**src/design/svp_pkg.sv**
```systemverilog
`default_nettype none

package svp_pkg;

   // Default word width of keys, operands and registers
   localparam int WORD_BITS_DEFAULT = 32;

   // Register index width and register map
   localparam int CSR_IDX_BITS = 2;
   localparam logic [CSR_IDX_BITS-1:0] CSR_MODULUS      = 2'd0;
   localparam logic [CSR_IDX_BITS-1:0] CSR_GENERATOR    = 2'd1;
   localparam logic [CSR_IDX_BITS-1:0] CSR_EXPECTED_KEY = 2'd2;

   // Register reset values
   localparam int MODULUS_RESET      = 2;
   localparam int GENERATOR_RESET    = 2;
   localparam int EXPECTED_KEY_RESET = 0;

   // Result status codes
   typedef enum logic [1:0] {
      STATUS_OK   = 2'd0,
      STATUS_KEY  = 2'd1,
      STATUS_CHAL = 2'd2,
      STATUS_EQ   = 2'd3
   } status_type;

endpackage

`default_nettype wire

```
**src/design/svp_if.sv**
```systemverilog
`default_nettype none

// Proof item channel
interface svp_req_if #(
   parameter int WORD_BITS = svp_pkg::WORD_BITS_DEFAULT
);
   logic                 valid;
   logic                 ready;
   logic [WORD_BITS-1:0] public_key;
   logic [WORD_BITS-1:0] commitment;
   logic [WORD_BITS-1:0] challenge;
   logic [WORD_BITS-1:0] response;
   logic                 challenge_ok;

   modport source (
      output valid, public_key, commitment, challenge, response, challenge_ok,
      input  ready
   );
   modport sink (
      input  valid, public_key, commitment, challenge, response, challenge_ok,
      output ready
   );
endinterface

// Verdict channel
interface svp_rsp_if;
   logic                  valid;
   logic                  ready;
   logic                  valid_res;
   svp_pkg::status_type   status;

   modport source (output valid, valid_res, status, input ready);
   modport sink   (input valid, valid_res, status, output ready);
endinterface

// Register write channel
interface svp_csr_if #(
   parameter int WORD_BITS = svp_pkg::WORD_BITS_DEFAULT
);
   logic                              valid;
   logic                              ready;
   logic [svp_pkg::CSR_IDX_BITS-1:0]  index;
   logic [WORD_BITS-1:0]              data;

   modport source (output valid, index, data, input ready);
   modport sink   (input valid, index, data, output ready);
endinterface

`default_nettype wire

```
**src/design/schnorr_proof_verifier.sv**
```systemverilog
// Schnorr proof verifier.
// req_ch carries one proof per item: public_key, commitment, challenge,
// response and the challenge_ok flag from the external hash unit. rsp_ch
// returns one verdict per item: valid_res and status (ok, key mismatch,
// challenge mismatch, equation failed). csr_ch writes modulus, generator
// and expected_key (index 0, 1, 2); write only while no item is in flight.
// Key mismatch, clear flag and modulus below two go straight to ST_POST,
// which hands the verdict to the output register. A full check compares
// g^response with commitment * public_key^challenge (mod m) on one shared
// bit-serial modular multiplier, one multiplier bit per cycle, one item at
// a time, squaring and multiplying over the exponent bits MSB first.
// The verdict sits in an output register; the next item is accepted while
// it waits, and a stalled rsp_ch only holds back the following verdict.
// Reset (synchronous, active high) returns the registers to modulus 2,
// generator 2, expected_key 0 and drops any item in flight.
`default_nettype none

module schnorr_proof_verifier #(
   parameter int WORD_BITS = svp_pkg::WORD_BITS_DEFAULT
) (
   input  wire logic  clock,
   input  wire logic  reset,
   svp_req_if.sink    req_ch,
   svp_rsp_if.source  rsp_ch,
   svp_csr_if.sink    csr_ch
);

   localparam int                  CNT_BITS = $clog2(WORD_BITS);
   localparam logic [CNT_BITS-1:0] CNT_LAST = CNT_BITS'(WORD_BITS - 1);
   localparam logic [WORD_BITS-1:0] ONE_W   = WORD_BITS'(1);

   typedef enum logic [3:0] {
      ST_IDLE,
      ST_RED_G,
      ST_SQR_G,
      ST_MUL_G,
      ST_RED_Y,
      ST_SQR_Y,
      ST_MUL_Y,
      ST_RED_T,
      ST_FIN,
      ST_POST
   } state_type;

   // One multiplier bit: r = 2r + bit*a mod m, for r, a < m
   function automatic logic [WORD_BITS-1:0] mod_step(
      input logic [WORD_BITS-1:0] r,
      input logic                 bit_in,
      input logic [WORD_BITS-1:0] a,
      input logic [WORD_BITS-1:0] m
   );
      logic [WORD_BITS:0]   dbl;
      logic [WORD_BITS:0]   sum;
      logic [WORD_BITS-1:0] d;
      dbl = {r, 1'b0};
      d = (dbl >= {1'b0, m}) ? WORD_BITS'(dbl - {1'b0, m}) : dbl[WORD_BITS-1:0];
      sum = {1'b0, d} + {1'b0, a};
      if (bit_in) begin
         mod_step = (sum >= {1'b0, m}) ? WORD_BITS'(sum - {1'b0, m}) : sum[WORD_BITS-1:0];
      end else begin
         mod_step = d;
      end
   endfunction

   // Control and registered outputs
   state_type            state_ff, state_in;
   logic                 rsp_valid_ff, rsp_valid_in;
   logic                 rsp_valid_res_ff, rsp_valid_res_in;
   svp_pkg::status_type  rsp_status_ff, rsp_status_in;
   logic [WORD_BITS-1:0] modulus_ff, modulus_in;
   logic [WORD_BITS-1:0] generator_ff, generator_in;
   logic [WORD_BITS-1:0] expected_key_ff, expected_key_in;

   // Datapath
   logic [WORD_BITS-1:0] r_ff, r_in;        // product accumulator
   logic [WORD_BITS-1:0] a_ff, a_in;        // multiplicand
   logic [WORD_BITS-1:0] b_ff, b_in;        // multiplier, shifted out MSB first
   logic [CNT_BITS-1:0]  cnt_ff, cnt_in;    // multiplier bit count
   logic [WORD_BITS-1:0] e_ff, e_in;        // exponent, shifted out MSB first
   logic [CNT_BITS-1:0]  ecnt_ff, ecnt_in;  // exponent bit count
   logic [WORD_BITS-1:0] base_ff, base_in;
   logic [WORD_BITS-1:0] left_ff, left_in;
   logic [WORD_BITS-1:0] right_ff, right_in;
   logic [WORD_BITS-1:0] y_ff, y_in;
   logic [WORD_BITS-1:0] t_ff, t_in;
   logic [WORD_BITS-1:0] c_ff, c_in;
   svp_pkg::status_type  status_ff, status_in;

   logic [WORD_BITS-1:0] step_res;
   logic                 op_last;
   logic                 exp_last;
   logic                 slot_free;
   logic                 req_take;
   logic                 csr_take;
   logic                 pow_g;

   assign req_ch.ready     = (state_ff == ST_IDLE);
   assign csr_ch.ready     = 1'b1;
   assign rsp_ch.valid     = rsp_valid_ff;
   assign rsp_ch.valid_res = rsp_valid_res_ff;
   assign rsp_ch.status    = rsp_status_ff;

   assign req_take  = req_ch.valid && req_ch.ready;
   assign csr_take  = csr_ch.valid && csr_ch.ready;
   assign slot_free = !rsp_valid_ff || rsp_ch.ready;
   assign step_res  = mod_step(r_ff, b_ff[WORD_BITS-1], a_ff, modulus_ff);
   assign op_last   = (cnt_ff == CNT_LAST);
   assign exp_last  = (ecnt_ff == CNT_LAST);
   assign pow_g     = (state_ff == ST_SQR_G) || (state_ff == ST_MUL_G);

   always_comb begin
      state_in         = state_ff;
      rsp_valid_in     = rsp_valid_ff && !rsp_ch.ready;
      rsp_valid_res_in = rsp_valid_res_ff;
      rsp_status_in    = rsp_status_ff;
      modulus_in       = modulus_ff;
      generator_in     = generator_ff;
      expected_key_in  = expected_key_ff;
      r_in             = step_res;
      a_in             = a_ff;
      b_in             = b_ff << 1;
      cnt_in           = cnt_ff + CNT_BITS'(1);
      e_in             = e_ff;
      ecnt_in          = ecnt_ff;
      base_in          = base_ff;
      left_in          = left_ff;
      right_in         = right_ff;
      y_in             = y_ff;
      t_in             = t_ff;
      c_in             = c_ff;
      status_in        = status_ff;

      // Register writes
      if (csr_take) begin
         unique case (csr_ch.index)
            svp_pkg::CSR_MODULUS:      modulus_in      = csr_ch.data;
            svp_pkg::CSR_GENERATOR:    generator_in    = csr_ch.data;
            svp_pkg::CSR_EXPECTED_KEY: expected_key_in = csr_ch.data;
            default: ;
         endcase
      end

      unique case (state_ff)
         ST_IDLE: begin
            if (req_take) begin
               y_in = req_ch.public_key;
               t_in = req_ch.commitment;
               c_in = req_ch.challenge;
               e_in = req_ch.response;
               ecnt_in = '0;
               priority if (req_ch.public_key != expected_key_ff) begin
                  status_in = svp_pkg::STATUS_KEY;
                  state_in  = ST_POST;
               end else if (!req_ch.challenge_ok) begin
                  status_in = svp_pkg::STATUS_CHAL;
                  state_in  = ST_POST;
               end else if (modulus_ff < WORD_BITS'(2)) begin
                  status_in = svp_pkg::STATUS_EQ;
                  state_in  = ST_POST;
               end else begin
                  // g mod m
                  r_in     = '0;
                  cnt_in   = '0;
                  a_in     = ONE_W;
                  b_in     = generator_ff;
                  state_in = ST_RED_G;
               end
            end
         end

         ST_RED_G, ST_RED_Y: begin
            if (op_last) begin
               // base reduced; start the power with acc = 1
               base_in  = step_res;
               r_in     = '0;
               cnt_in   = '0;
               a_in     = ONE_W;
               b_in     = ONE_W;
               ecnt_in  = '0;
               if (state_ff == ST_RED_Y) begin
                  e_in     = c_ff;
                  state_in = ST_SQR_Y;
               end else begin
                  state_in = ST_SQR_G;
               end
            end
         end

         ST_SQR_G, ST_MUL_G, ST_SQR_Y, ST_MUL_Y: begin
            if (op_last) begin
               r_in   = '0;
               cnt_in = '0;
               priority if (((state_ff == ST_SQR_G) || (state_ff == ST_SQR_Y))
                            && e_ff[WORD_BITS-1]) begin
                  // exponent bit set: multiply by base
                  a_in     = step_res;
                  b_in     = base_ff;
                  state_in = pow_g ? ST_MUL_G : ST_MUL_Y;
               end else if (!exp_last) begin
                  // next exponent bit: square
                  e_in     = e_ff << 1;
                  ecnt_in  = ecnt_ff + CNT_BITS'(1);
                  a_in     = step_res;
                  b_in     = step_res;
                  state_in = pow_g ? ST_SQR_G : ST_SQR_Y;
               end else if (pow_g) begin
                  // g^s done; reduce y next
                  left_in  = step_res;
                  a_in     = ONE_W;
                  b_in     = y_ff;
                  state_in = ST_RED_Y;
               end else begin
                  // y^c done; reduce t next
                  right_in = step_res;
                  a_in     = ONE_W;
                  b_in     = t_ff;
                  state_in = ST_RED_T;
               end
            end
         end

         ST_RED_T: begin
            if (op_last) begin
               r_in     = '0;
               cnt_in   = '0;
               a_in     = step_res;
               b_in     = right_ff;
               state_in = ST_FIN;
            end
         end

         ST_FIN: begin
            if (op_last) begin
               status_in = (step_res == left_ff) ? svp_pkg::STATUS_OK : svp_pkg::STATUS_EQ;
               state_in  = ST_POST;
            end
         end

         ST_POST: begin
            // hand the verdict to the output register
            if (slot_free) begin
               rsp_valid_in     = 1'b1;
               rsp_valid_res_in = (status_ff == svp_pkg::STATUS_OK);
               rsp_status_in    = status_ff;
               state_in         = ST_IDLE;
            end
         end

         default: state_in = ST_IDLE;
      endcase
   end

   // State, registers and output register
   always_ff @(posedge clock) begin
      if (reset) begin
         state_ff        <= ST_IDLE;
         rsp_valid_ff    <= 1'b0;
         modulus_ff      <= WORD_BITS'(svp_pkg::MODULUS_RESET);
         generator_ff    <= WORD_BITS'(svp_pkg::GENERATOR_RESET);
         expected_key_ff <= WORD_BITS'(svp_pkg::EXPECTED_KEY_RESET);
      end else begin
         state_ff        <= state_in;
         rsp_valid_ff    <= rsp_valid_in;
         modulus_ff      <= modulus_in;
         generator_ff    <= generator_in;
         expected_key_ff <= expected_key_in;
      end
      rsp_valid_res_ff <= rsp_valid_res_in;
      rsp_status_ff    <= rsp_status_in;
   end

   // Datapath registers
   always_ff @(posedge clock) begin
      r_ff      <= r_in;
      a_ff      <= a_in;
      b_ff      <= b_in;
      cnt_ff    <= cnt_in;
      e_ff      <= e_in;
      ecnt_ff   <= ecnt_in;
      base_ff   <= base_in;
      left_ff   <= left_in;
      right_ff  <= right_in;
      y_ff      <= y_in;
      t_ff      <= t_in;
      c_ff      <= c_in;
      status_ff <= status_in;
   end

endmodule

`default_nettype wire

```
**src/flat_wrapper.sv**
```systemverilog
// flat-port wrapper written by rule: the top's interface ports become plain ports
module schnorr_proof_verifier_flat 
#(
   parameter int WORD_BITS = svp_pkg::WORD_BITS_DEFAULT
)
  (clock, reset, req_ch_valid, req_ch_public_key, req_ch_commitment, req_ch_challenge, req_ch_response, req_ch_challenge_ok, req_ch_ready, rsp_ch_valid, rsp_ch_valid_res, rsp_ch_status, rsp_ch_ready, csr_ch_valid, csr_ch_index, csr_ch_data, csr_ch_ready);
  svp_req_if #(.WORD_BITS(WORD_BITS)) req_ch_i ();
  svp_rsp_if rsp_ch_i ();
  svp_csr_if #(.WORD_BITS(WORD_BITS)) csr_ch_i ();
  input  wire logic clock;
  input  wire logic reset;
  input wire logic [$bits(req_ch_i.valid)-1:0] req_ch_valid;
  input wire logic [$bits(req_ch_i.public_key)-1:0] req_ch_public_key;
  input wire logic [$bits(req_ch_i.commitment)-1:0] req_ch_commitment;
  input wire logic [$bits(req_ch_i.challenge)-1:0] req_ch_challenge;
  input wire logic [$bits(req_ch_i.response)-1:0] req_ch_response;
  input wire logic [$bits(req_ch_i.challenge_ok)-1:0] req_ch_challenge_ok;
  output wire logic [$bits(req_ch_i.ready)-1:0] req_ch_ready;
  output wire logic [$bits(rsp_ch_i.valid)-1:0] rsp_ch_valid;
  output wire logic [$bits(rsp_ch_i.valid_res)-1:0] rsp_ch_valid_res;
  output wire logic [$bits(rsp_ch_i.status)-1:0] rsp_ch_status;
  input wire logic [$bits(rsp_ch_i.ready)-1:0] rsp_ch_ready;
  input wire logic [$bits(csr_ch_i.valid)-1:0] csr_ch_valid;
  input wire logic [$bits(csr_ch_i.index)-1:0] csr_ch_index;
  input wire logic [$bits(csr_ch_i.data)-1:0] csr_ch_data;
  output wire logic [$bits(csr_ch_i.ready)-1:0] csr_ch_ready;
  assign req_ch_i.valid = req_ch_valid;
  assign req_ch_i.public_key = req_ch_public_key;
  assign req_ch_i.commitment = req_ch_commitment;
  assign req_ch_i.challenge = req_ch_challenge;
  assign req_ch_i.response = req_ch_response;
  assign req_ch_i.challenge_ok = req_ch_challenge_ok;
  assign req_ch_ready = req_ch_i.ready;
  assign rsp_ch_valid = rsp_ch_i.valid;
  assign rsp_ch_valid_res = rsp_ch_i.valid_res;
  assign rsp_ch_status = rsp_ch_i.status;
  assign rsp_ch_i.ready = rsp_ch_ready;
  assign csr_ch_i.valid = csr_ch_valid;
  assign csr_ch_i.index = csr_ch_index;
  assign csr_ch_i.data = csr_ch_data;
  assign csr_ch_ready = csr_ch_i.ready;
  schnorr_proof_verifier #(.WORD_BITS(WORD_BITS)) u_core (.clock(clock), .reset(reset), .req_ch(req_ch_i), .rsp_ch(rsp_ch_i), .csr_ch(csr_ch_i));
endmodule
```
**config.mk**
```make
export PLATFORM = sky130hd
export DESIGN_NAME = schnorr_proof_verifier_flat
export DESIGN_NICKNAME = d
export VERILOG_FILES = /design/src/design/svp_pkg.sv /design/src/design/svp_if.sv /design/src/design/schnorr_proof_verifier.sv /design/src/flat_wrapper.sv
export SDC_FILE = /design/constraint.sdc
export NUM_CORES = 1
export LEC_CHECK = 0
export BUFFER_PORTS_ARGS = -buffer_cell sky130_fd_sc_hd__buf_2
export CORE_MARGIN = 2
export CORE_UTILIZATION = 54
export CTS_CLUSTER_SIZE = 40
export DETAILED_ROUTE_END_ITERATION = 10
export GPL_TIMING_DRIVEN = 0
export PLACE_DENSITY = 0.84
export SLEW_MARGIN = 20
export SYNTH_ARGS = -nofsm -noshare
export SYNTH_HDL_FRONTEND = slang
export SYNTH_SLANG_ARGS = --single-unit
```
**constraint.sdc**
```tcl
create_clock -name clock -period 7.15 [get_ports clock]
set_input_delay 1.43 -clock clock [delete_from_list [all_inputs] [get_ports clock]]
set_output_delay 1.43 -clock clock [all_outputs]
set_load 0.005 [all_outputs]
```
# Word-level counts from Yosys, hierarchy flattened

Index checks and enable logic that the tools add are counted.

Flip-flop bits (word level): 436
Bits of input ports: 168
Output and inout bits: 6
Word-level logic and storage cells: 162

$add $sub $neg: 5
$lt $le $gt $ge: 3
Eq/ne operators: 28
Muxes and demuxes: 74
Bitwise gates (word level): 2
Reduce and logical (&&, ||, !) cells: 30

Operators with widths:

| operator              | count |
|---|---|
| $mux W32              | 33 |
| $pmux W32 S4          | 2 |
| $pmux W32 S3          | 1 |
| $ge A33 B32 Y1        | 2 |
| $pmux W32 S2          | 1 |
| $sub A32 B32 Y32      | 2 |
| $mux W5               | 10 |
| $mux W4               | 11 |
| $add A32 B32 Y33      | 1 |
| $eq A32 B32 Y1        | 1 |
| $lt A32 B2 Y1 const B | 1 |
| $ne A32 B32 Y1        | 1 |
| $pmux W4 S6           | 1 |
| $eq A4 B3 Y1 const B  | 4 |
| $pmux W5 S3           | 1 |
| $mux W2               | 7 |
| $ne A2 B1 Y1 const B  | 6 |
| $ne A2 B2 Y1 const B  | 6 |
| $reduce_and A2 Y1     | 6 |
| $reduce_and A6 Y1     | 2 |
| $add A5 B1 Y5 const B | 2 |
| $eq A5 B5 Y1 const B  | 2 |
| $pmux W5 S2           | 1 |
| $reduce_and A5 Y1     | 2 |
| other kinds (24)      | 36 |

# Depth between registers and ports, before layout

Gate-level depths: netlist of the first run.

Depth in word-level cells: 11
Mapped depth: 42
Mapped depth without buffers: 37

# Least setup slack after synthesis of the first run

Ideal clock, no wire load.

Path type: flip-flop to flip-flop
Start point: register u_core.modulus_ff[1]
End point: register u_core.status_ff[1] (data pin)
Library setup time: 266 ps
Arrival time: 7069 ps
Required time: 6884 ps
Path slack: -185 ps
Stages on the path, launching flop included: 36
Buffers on the path: 3
Path through: dfxtp_1 > inv_1 > ha_1 > nor2b_1 > o21bai_1 > nand2_2 > a211oi_2 > a2111oi_2 > nor2_1 > buf_2 > mux2i_1 > inv_1 > ha_1 > a211oi_1 > o21ai_1 > o211ai_1 > a211o_1 > a211oi_1 > or4_1 > and2_1 > ha_1 > nand3_1 > nor4_2 > a32oi_1 > nand4_1 > a31oi_4 > and2_1 > buf_4 > buf_6 > and4_1 > a31oi_1 > o2111ai_1 > nor4_1 > nand4_1 > nor4_2 > a21oi_1

Word-level cells in the longest chain between the ends: 10
Elaborated cells on any way between the ends: 12

Ends and longest elaborated chain:

| item                                               | line                          | text |
|---|---|---|
| start: declaration                                 | schnorr_proof_verifier.sv:70  | `logic [WORD_BITS-1:0] modulus_ff, modulus_in;` |
| start signal: assignment                           | schnorr_proof_verifier.sv:258 | `modulus_ff <= WORD_BITS'(svp_pkg::MODULUS_RESET);` |
| start signal: assignment                           | schnorr_proof_verifier.sv:264 | `modulus_ff <= modulus_in;` |
| $sub A32 B32 Y32 or $ge A33 B32 Y1 (tied branches) | schnorr_proof_verifier.sv:56  | `d = (dbl >= {1'b0, m}) ? WORD_BITS'(dbl - {1'b0, m}) : dbl[WORD_BITS-1:0];` |
| $mux W32                                           | schnorr_proof_verifier.sv:56  |  |
| $add A32 B32 Y33                                   | schnorr_proof_verifier.sv:57  | `sum = {1'b0, d} + {1'b0, a};` |
| $sub A32 B32 Y32 or $ge A33 B32 Y1 (tied branches) | schnorr_proof_verifier.sv:59  | `mod_step = (sum >= {1'b0, m}) ? WORD_BITS'(sum - {1'b0, m}) : sum[WORD_BITS-1:0];` |
| $mux W32                                           | schnorr_proof_verifier.sv:59  |  |
| $mux W32 (*)                                       | schnorr_proof_verifier.sv:58  | `if (bit_in) begin` |
| $eq A32 B32 Y1 (*)                                 | schnorr_proof_verifier.sv:234 | `status_in = (step_res == left_ff) ? svp_pkg::STATUS_OK : svp_pkg::STATUS_EQ;` |
| $mux W2 (*)                                        | schnorr_proof_verifier.sv:234 |  |
| $mux W2 (*)                                        | schnorr_proof_verifier.sv:233 | `if (op_last) begin` |
| $pmux W2 S2 (*)                                    | schnorr_proof_verifier.sv:143 | `unique case (state_ff)` |
| named net u_core.status_in[1]                      | schnorr_proof_verifier.sv:87  | `svp_pkg::status_type status_ff, status_in;` |
| end signal: assignment                             | schnorr_proof_verifier.sv:286 | `status_ff <= status_in;` |
| end: declaration                                   | schnorr_proof_verifier.sv:87  |  |

The timed path passes the listed nets; every way through them passes the cells marked *. The select of a mux whose other input is x is not followed.
A chain may end at the register's enable or synchronous reset.

# Worst setup path after layout of the first run

Start point: register u_core.r_ff[6]
End point: register u_core.status_ff[1] (data pin)

Word-level cells in the longest chain between the ends: 10
Elaborated cells on any way between the ends: 12

Ends and longest elaborated chain:

| item                                               | line                          | text |
|---|---|---|
| start: declaration                                 | schnorr_proof_verifier.sv:75  | `logic [WORD_BITS-1:0] r_ff, r_in;` |
| start signal: assignment                           | schnorr_proof_verifier.sv:274 | `r_ff <= r_in;` |
| $sub A32 B32 Y32 or $ge A33 B32 Y1 (tied branches) | schnorr_proof_verifier.sv:56  |  |
| $mux W32 (*)                                       | schnorr_proof_verifier.sv:56  |  |
| $add A32 B32 Y33                                   | schnorr_proof_verifier.sv:57  |  |
| $sub A32 B32 Y32 or $ge A33 B32 Y1 (tied branches) | schnorr_proof_verifier.sv:59  |  |
| $mux W32                                           | schnorr_proof_verifier.sv:59  |  |
| $mux W32 (*)                                       | schnorr_proof_verifier.sv:58  |  |
| $eq A32 B32 Y1 (*)                                 | schnorr_proof_verifier.sv:234 |  |
| $mux W2 (*)                                        | schnorr_proof_verifier.sv:234 |  |
| $mux W2 (*)                                        | schnorr_proof_verifier.sv:233 |  |
| $pmux W2 S2 (*)                                    | schnorr_proof_verifier.sv:143 |  |
| named net u_core.status_in[1]                      | schnorr_proof_verifier.sv:87  |  |

Marked as above.

==> flow_summary.json, run 1 <==
{
  "status": "complete, but fails checks",
  "violations": "negative setup slack",
  "finalSetupViolations": 144,
  "synthTopCellsByArea": "edfxtp_1 (33%), dfxtp_1 (14%), nand2_1 (7.6%)",
  "first_pass_iters": 6,
  "vias": 23800,
  "area_growth_pct": 30.6,
  "viasPerCell": 6.42,
  "place.port_buffers": 171,
  "startpoint": "u_core.r_ff[6]",
  "clk_pin_slew_ns": 0.06,
  "report.final.slew_viol_count": 0,
  "avgSynthCellArea_um2": 9.19,
  "drt-initial-drc-count": 3020,
  "final_cell_area_um2": 31700,
  "grtUsageTotal_pct": 37.4,
  "grt_pass1_vias": 22400,
  "antenna_found_initial": 2,
  "setup_tns_ns": -36.62,
  "cpMaxStageDelayCell": "a2111o_2",
  "route.detailed.drc": 0,
  "ys_ff_latch": 436,
  "ys_async_sr_fraction_pct": 0,
  "hp-class": "flip-flop to flip-flop",
  "synth_top_area_share_pct": 32.9,
  "synth_cells": 2638,
  "crit_type": "flip-flop to flip-flop",
  "grt_max_degree": 67,
  "core_area_um2": 44300,
  "cp_common_cell": "a21oi_1",
  "num-fill-cells": 3062,
  "fmax_mhz": 121,
  "ys.flop_type": "edfxtp_1",
  "synth_edf_count": 266,
  "regArea_um2": 11400,
  "cts_root_buf": "clkbuf_16",
  "rsz0062_at_grt": "yes",
  "multi_input_area_um2": 13800,
  "die-area_um2": 46600,
  "grt_pass1_wl_um": 132000,
  "synth.most_common_cell": "nand2_1",
  "synth_fp_nets": 2911,
  "tightest_slew_ns": 1.19,
  "crit_path_end_kind": "flip-flop",
  "num_rows": 77,
  "yosysUniqueCellTypes": 101,
  "yosysSeqAreaShare_pct": 47.0,
  "relSlewSlack_pct": 20.9,
  "cts_tree": "built",
  "critPathMaxFanout": 10,
  "ant_nets": 0,
  "gr-total-overflow": 0,
  "cts_sinks": 436,
  "maxCapViolCount": 0,
  "utilization_pct": 71.4,
  "avgRoutedWirePerCell_um": 25.4,
  "finalCritPeriodShare_pct": 115,
  "die_y_um": 216,
  "required_ns": 7.45,
  "place_area_um2": 26000,
  "min_from": "u_core.generator_ff[6]",
  "synth_area_um2": 24200,
  "hold_violations": 0,
  "drive_gt1_share_pct": 29.0,
  "synth_area_leader_cell": "edfxtp_1",
  "holdBufCountCts": 0,
  "period_needed_ns": 8.23,
  "skew_ns": 0.0246,
  "yosysWarnings": 0,
  "r2r-start": "u_core.r_ff[6]",
  "dpl.hpwl_um": 66100,
  "critPathMaxStageDelay_ns": 0.53,
  "ios": 174,
  "numCtsBuffers": 44,
  "start_util_pct": 54.7,
  "clk-insertion-delay-late_ns": 0.58,
  "fin_ws_ns": -1.08,
  "layout.nets": 3344,
  "crit_arrival_ns": 8.53,
  "die_w_um": 216,
  "gp_congestion": 1.03,
  "cts_max_level": 2,
  "cp-start-kind": "flip-flop",
  "synth_top_cells_by_count": "nand2_1 (492), edfxtp_1 (266), a21oi_1 (261)",
  "wl_um": 94200,
  "cts_buffer_depth": 3
}
==> cells in the final DEF (no fill, tap or decap), types with 24 or more instances in the layout <==
master / count
dfxtp_1: 146
a21oi_2: 30
clkbuf_16: 48
a21oi_1: 227
a22oi_1: 31
buf_6: 64
ha_1: 54
edfxtp_1: 266
nor2_1: 151
o211ai_1: 27
inv_2: 37
nand3_1: 43
xnor2_1: 87
ha_4: 39
clkbuf_1: 108
inv_1: 63
nand4_1: 36
xor2_1: 47
o21ai_0: 75
nor3_1: 24
o21ai_1: 38
nand2_1: 469
a21o_1: 29
buf_2: 188
buf_4: 153
==> state kept, by name, summed over array words and instances (netlist names) <==
register                 cells
u_core.rsp_ch.valid          1
u_core.y_ff                 32
u_core.r_ff                 32
u_core.right_ff             32
u_core.c_ff                 32
u_core.t_ff                 32
u_core.state_ff              4
u_core.generator_ff         32
u_core.ecnt_ff               5
u_core.e_ff                 32
u_core.cnt_ff                5
u_core.b_ff                 32
u_core.base_ff              32
u_core.left_ff              32
u_core.expected_key_ff      32
u_core.modulus_ff           32
u_core.rsp_ch.valid_res      1
u_core.rsp_ch.status         2
u_core.a_ff                 32
u_core.status_ff             2
==> final timing paths <==
path	end	depth (start not counted)	slack [ns]
worst min-delay path	u_core.generator_ff[6]	2	0.46
worst max register to register	u_core.status_ff[1]	37	-1.08
worst max-delay path	u_core.status_ff[1]	37	-1.08
worst min register to register	u_core.generator_ff[6]	2	0.46
==> worst max-delay path, delay by kind of cell (launching register included) <==
| family | cells | cell delay [ns] |
|---|---|---|
| compound gates | 11 | 2.06 |
| xor+xnor | 2 | 0.67 |
| fa+ha+maj | 3 | 1.09 |
| buf+inv | 8 | 1.28 |
| flops | 1 | 0.41 |
| mux | 1 | 0.24 |
| simple gates | 12 | 2.16 |
==> metrics by stage <==
step | cells | setup WS (ns) | hold WS [ns]
final | 3701 | -1.08 | 0.458
after global routing | 3701 | -1.24 | 0.474
after CTS | 3617 | -0.659 | 0.459
after detailed placement | 3414 | -2.97 | 0.450
after global placement | 3401 | -2.85 | 0.431
after floorplan | 2638 | 0.00357 | 0.418
==> area by class of cell <==
| class | instances | area share [%] |
|---|---|---|
| Multi-Input combinational cell | 1932 | 43.7 |
| Clock buffer | 68 | 4.06 |
| Sequential cell | 436 | 36.1 |
| Antenna cell | 2 | 0.0158 |
| Tap cell | 592 | 2.34 |
| Timing Repair Buffer | 400 | 9.31 |
| Inverter | 124 | 1.66 |
| Buffer | 133 | 2.29 |
| Clock inverter | 14 | 0.498 |
==> routing by layer <==
layer	GRT usage [%]	vias up	wire length, um
met5	0	-	0
met4	22.6	0	7630
met3	6.68	424	10700
met2	62.0	1723	43200
met1	45.7	11200	32700
li1	-	10400	-
==> what timing repair did <==
item,CTS,global route
gates resized for setup,377,275
buffers inserted,127,88
pin swaps,86,95
setup endpoints to repair,194,177
gates cloned,1,2
==> kinds of logic (layout without fill, tap and decap cells) <==
kind of cell	Yosys count	count (layout)	share of synthesized area [%]
buffers and inverters	270	739	4.55
adder cells (fa/ha/maj)	105	105	5.51
multiplexers	34	34	1.58
flip-flops	436	436	47.0
AND/OR/NAND/NOR	925	925	16.8
XOR/XNOR	143	143	5.17
AO/OA/AOI/OAI	724	724	19.4
other	1	3	0.0155
Power of run 1 is not shown: default switching activity piles up to over one toggle a cycle in this logic, so the estimate is an artifact.
==> inputs of run 2 (changes only) <==
--- a/config.mk
+++ b/config.mk
@@ -12,6 +12,7 @@
 export DETAILED_ROUTE_END_ITERATION = 10
 export GPL_TIMING_DRIVEN = 0
 export PLACE_DENSITY = 0.84
+export REMOVE_ABC_BUFFERS = 1
 export SLEW_MARGIN = 20
 export SYNTH_ARGS = -nofsm -noshare
 export SYNTH_HDL_FRONTEND = slang
==> run 2 against run 1 <==
The run still ends with negative setup slack left; sequential share of layout area increased by 2.1 points; via count decreased by 5.0%; first-iteration DRC count decreased by 3.9%; count of clock-buffer cells in the layout decreased by 4; final cell count decreased by 5.5%; wire length decreased by 11%; flip-flop and latch count unchanged; maximum frequency increased by 1.0%; cell area decreased by 5.4%; critical endpoint unchanged.
==> flow_summary.json, run 2 (same netlist as run 1, synthesis figures left out) <==
{
  "worstHoldEndpoint": "u_core.generator_ff[16]",
  "required_ns": 7.43,
  "place_ws_ns": -3.17,
  "wl_um": 83800,
  "gr-total-overflow": 0,
  "clk-insertion-delay-late_ns": 0.57,
  "die_w_um": 216,
  "relSlewSlack_pct": 20.6,
  "crit_path_end_kind": "flip-flop",
  "hold_violations": 0,
  "status": "complete, but fails checks",
  "violations": "negative setup slack",
  "crit_type": "flip-flop to flip-flop",
  "fmax_mhz": 123,
  "hp-class": "flip-flop to flip-flop",
  "vias": 22600,
  "cpMaxStageDelayCell": "a211oi_4",
  "rr_endpoint": "u_core.status_ff[1]",
  "ant_nets": 0,
  "layout.nets": 3143,
  "grt_pass1_wl_um": 125000,
  "critPathMaxStageDelay_ns": 0.37,
  "grt_max_degree": 69,
  "layout_commonest_cell": "nand2_1",
  "crit_arrival_ns": 8.43,
  "die-area_um2": 46600,
  "critPathMaxFanout": 6,
  "first_pass_iters": 9,
  "numCtsBuffers": 44,
  "grtUsageTotal_pct": 34.6,
  "grt_pass1_vias": 21600,
  "cts_root_buf": "clkbuf_16",
  "r2r_cells": 40,
  "diodes": 0,
  "ios": 174,
  "num_rows": 77,
  "cts_buffer_depth": 3,
  "place.port_buffers": 172,
  "gp_congestion": 0.954,
  "utilization_pct": 67.6,
  "avgRoutedWirePerCell_um": 24.0,
  "finalCritPeriodShare_pct": 114,
  "area_growth_pct": 23.5,
  "viasPerCell": 6.46,
  "cp_common_cell": "buf_4",
  "drive_gt1_share_pct": 25.3,
  "min_path_cells": 2,
  "die_y_um": 216,
  "cts_sinks": 436,
  "clk_pin_slew_ns": 0.06,
  "route.detailed.drc": 0,
  "tightest_slew_ns": 1.19,
  "antenna_found_initial": 0,
  "rsz0062_at_grt": "yes",
  "maxCapViolCount": 0,
  "drt-initial-drc-count": 2901,
  "finalSetupViolations": 91,
  "fin_ws_ns": -0.999,
  "r2r-start": "u_core.modulus_ff[3]",
  "core_area_um2": 44300,
  "report.final.slew_viol_count": 0,
  "holdBufCountCts": 0,
  "start_util_pct": 54.7,
  "cp-start-kind": "flip-flop",
  "period_needed_ns": 8.15,
  "cts_max_level": 2,
  "cts_tree": "built",
  "final_cell_mix": "nand2_1 (477), edfxtp_1 (266), a21oi_1 (241), buf_2 (179), nor2_1 (162)",
  "skew_ns": 0.0335,
  "dpl.hpwl_um": 57900,
  "reg2reg_slack_ns": -1.0,
  "min_from": "u_core.generator_ff[16]"
}
run 2: through the flow:
step / cell area, um^2 / setup TNS, ns / hold WS [ns] / instances
after floorplan: 23600 / -14.56 / 0.418 / 2492
after global placement: 25200 / -912.16 / 0.427 / 3256
after detailed placement: 25700 / -358.54 / 0.448 / 3289
after CTS: 29200 / -11.29 / 0.459 / 3478
after global routing: 29900 / -48.33 / 0.485 / 3497
final: 29900 / -18.00 / 0.460 / 3497
run 2: per-layer routing:
layer / GRT usage [%] / vias to the layer above / part of all wire [%]
met1: 45.5 / 10700 / 37
met2: 55.5 / 1607 / 46
met5: 0 / - / 0
li1: - / 9998 / -
met4: 17.4 / 0 / 5.8
met3: 5.74 / 305 / 11
run 2: area by class of cell:
type                       instances  area [um^2]
inverter                         124          497
tap                              592          741
timing repair buffer             325         2360
clock inverter                    17          124
multi-input combinational       1939        13600
fill                            3257        14400
clock buffer                      64         1230
sequential                       436        11400
run 2: critical path: cells and delay by family, from the launching register on:
| kind | cells | cell delay [ns] |
|---|---|---|
| AOI/OAI and AO/OA | 15 | 2.96 |
| adders and majority gates | 3 | 0.80 |
| xor gates and xnor gates | 2 | 0.40 |
| DFF | 1 | 0.35 |
| and+or+nand+nor | 10 | 1.89 |
| buffers and inverters | 9 | 1.22 |
| muxes | 1 | 0.25 |
run 2: worst max path at each step:
stage / from / endpoint / slack [ns]
3_5_place_dp: u_core.modulus_ff[2] / u_core.status_ff[1] / -3.17
6_report: u_core.modulus_ff[3] / u_core.status_ff[1] / -1.0
5_1_grt: u_core.modulus_ff[3] / u_core.status_ff[1] / -1.24
3_3_place_gp: req_ch_public_key[23] / u_core.a_ff[8] / -4.84
4_1_cts: u_core.modulus_ff[12] / u_core.status_ff[1] / -0.78
2_1_floorplan: u_core.modulus_ff[1] / u_core.status_ff[1] / -0.79
run 2: repair_timing:
| action | 4_1_cts | 5_1_grt |
|---|---|---|
| resized for setup | 285 | 169 |
| pin swaps | 78 | 43 |
| endpoints found under the setup margin | 194 | 190 |
| cloned | 8 | 0 |
| buffers inserted | 102 | 19 |
Power of run 2 is left out for the same reason.
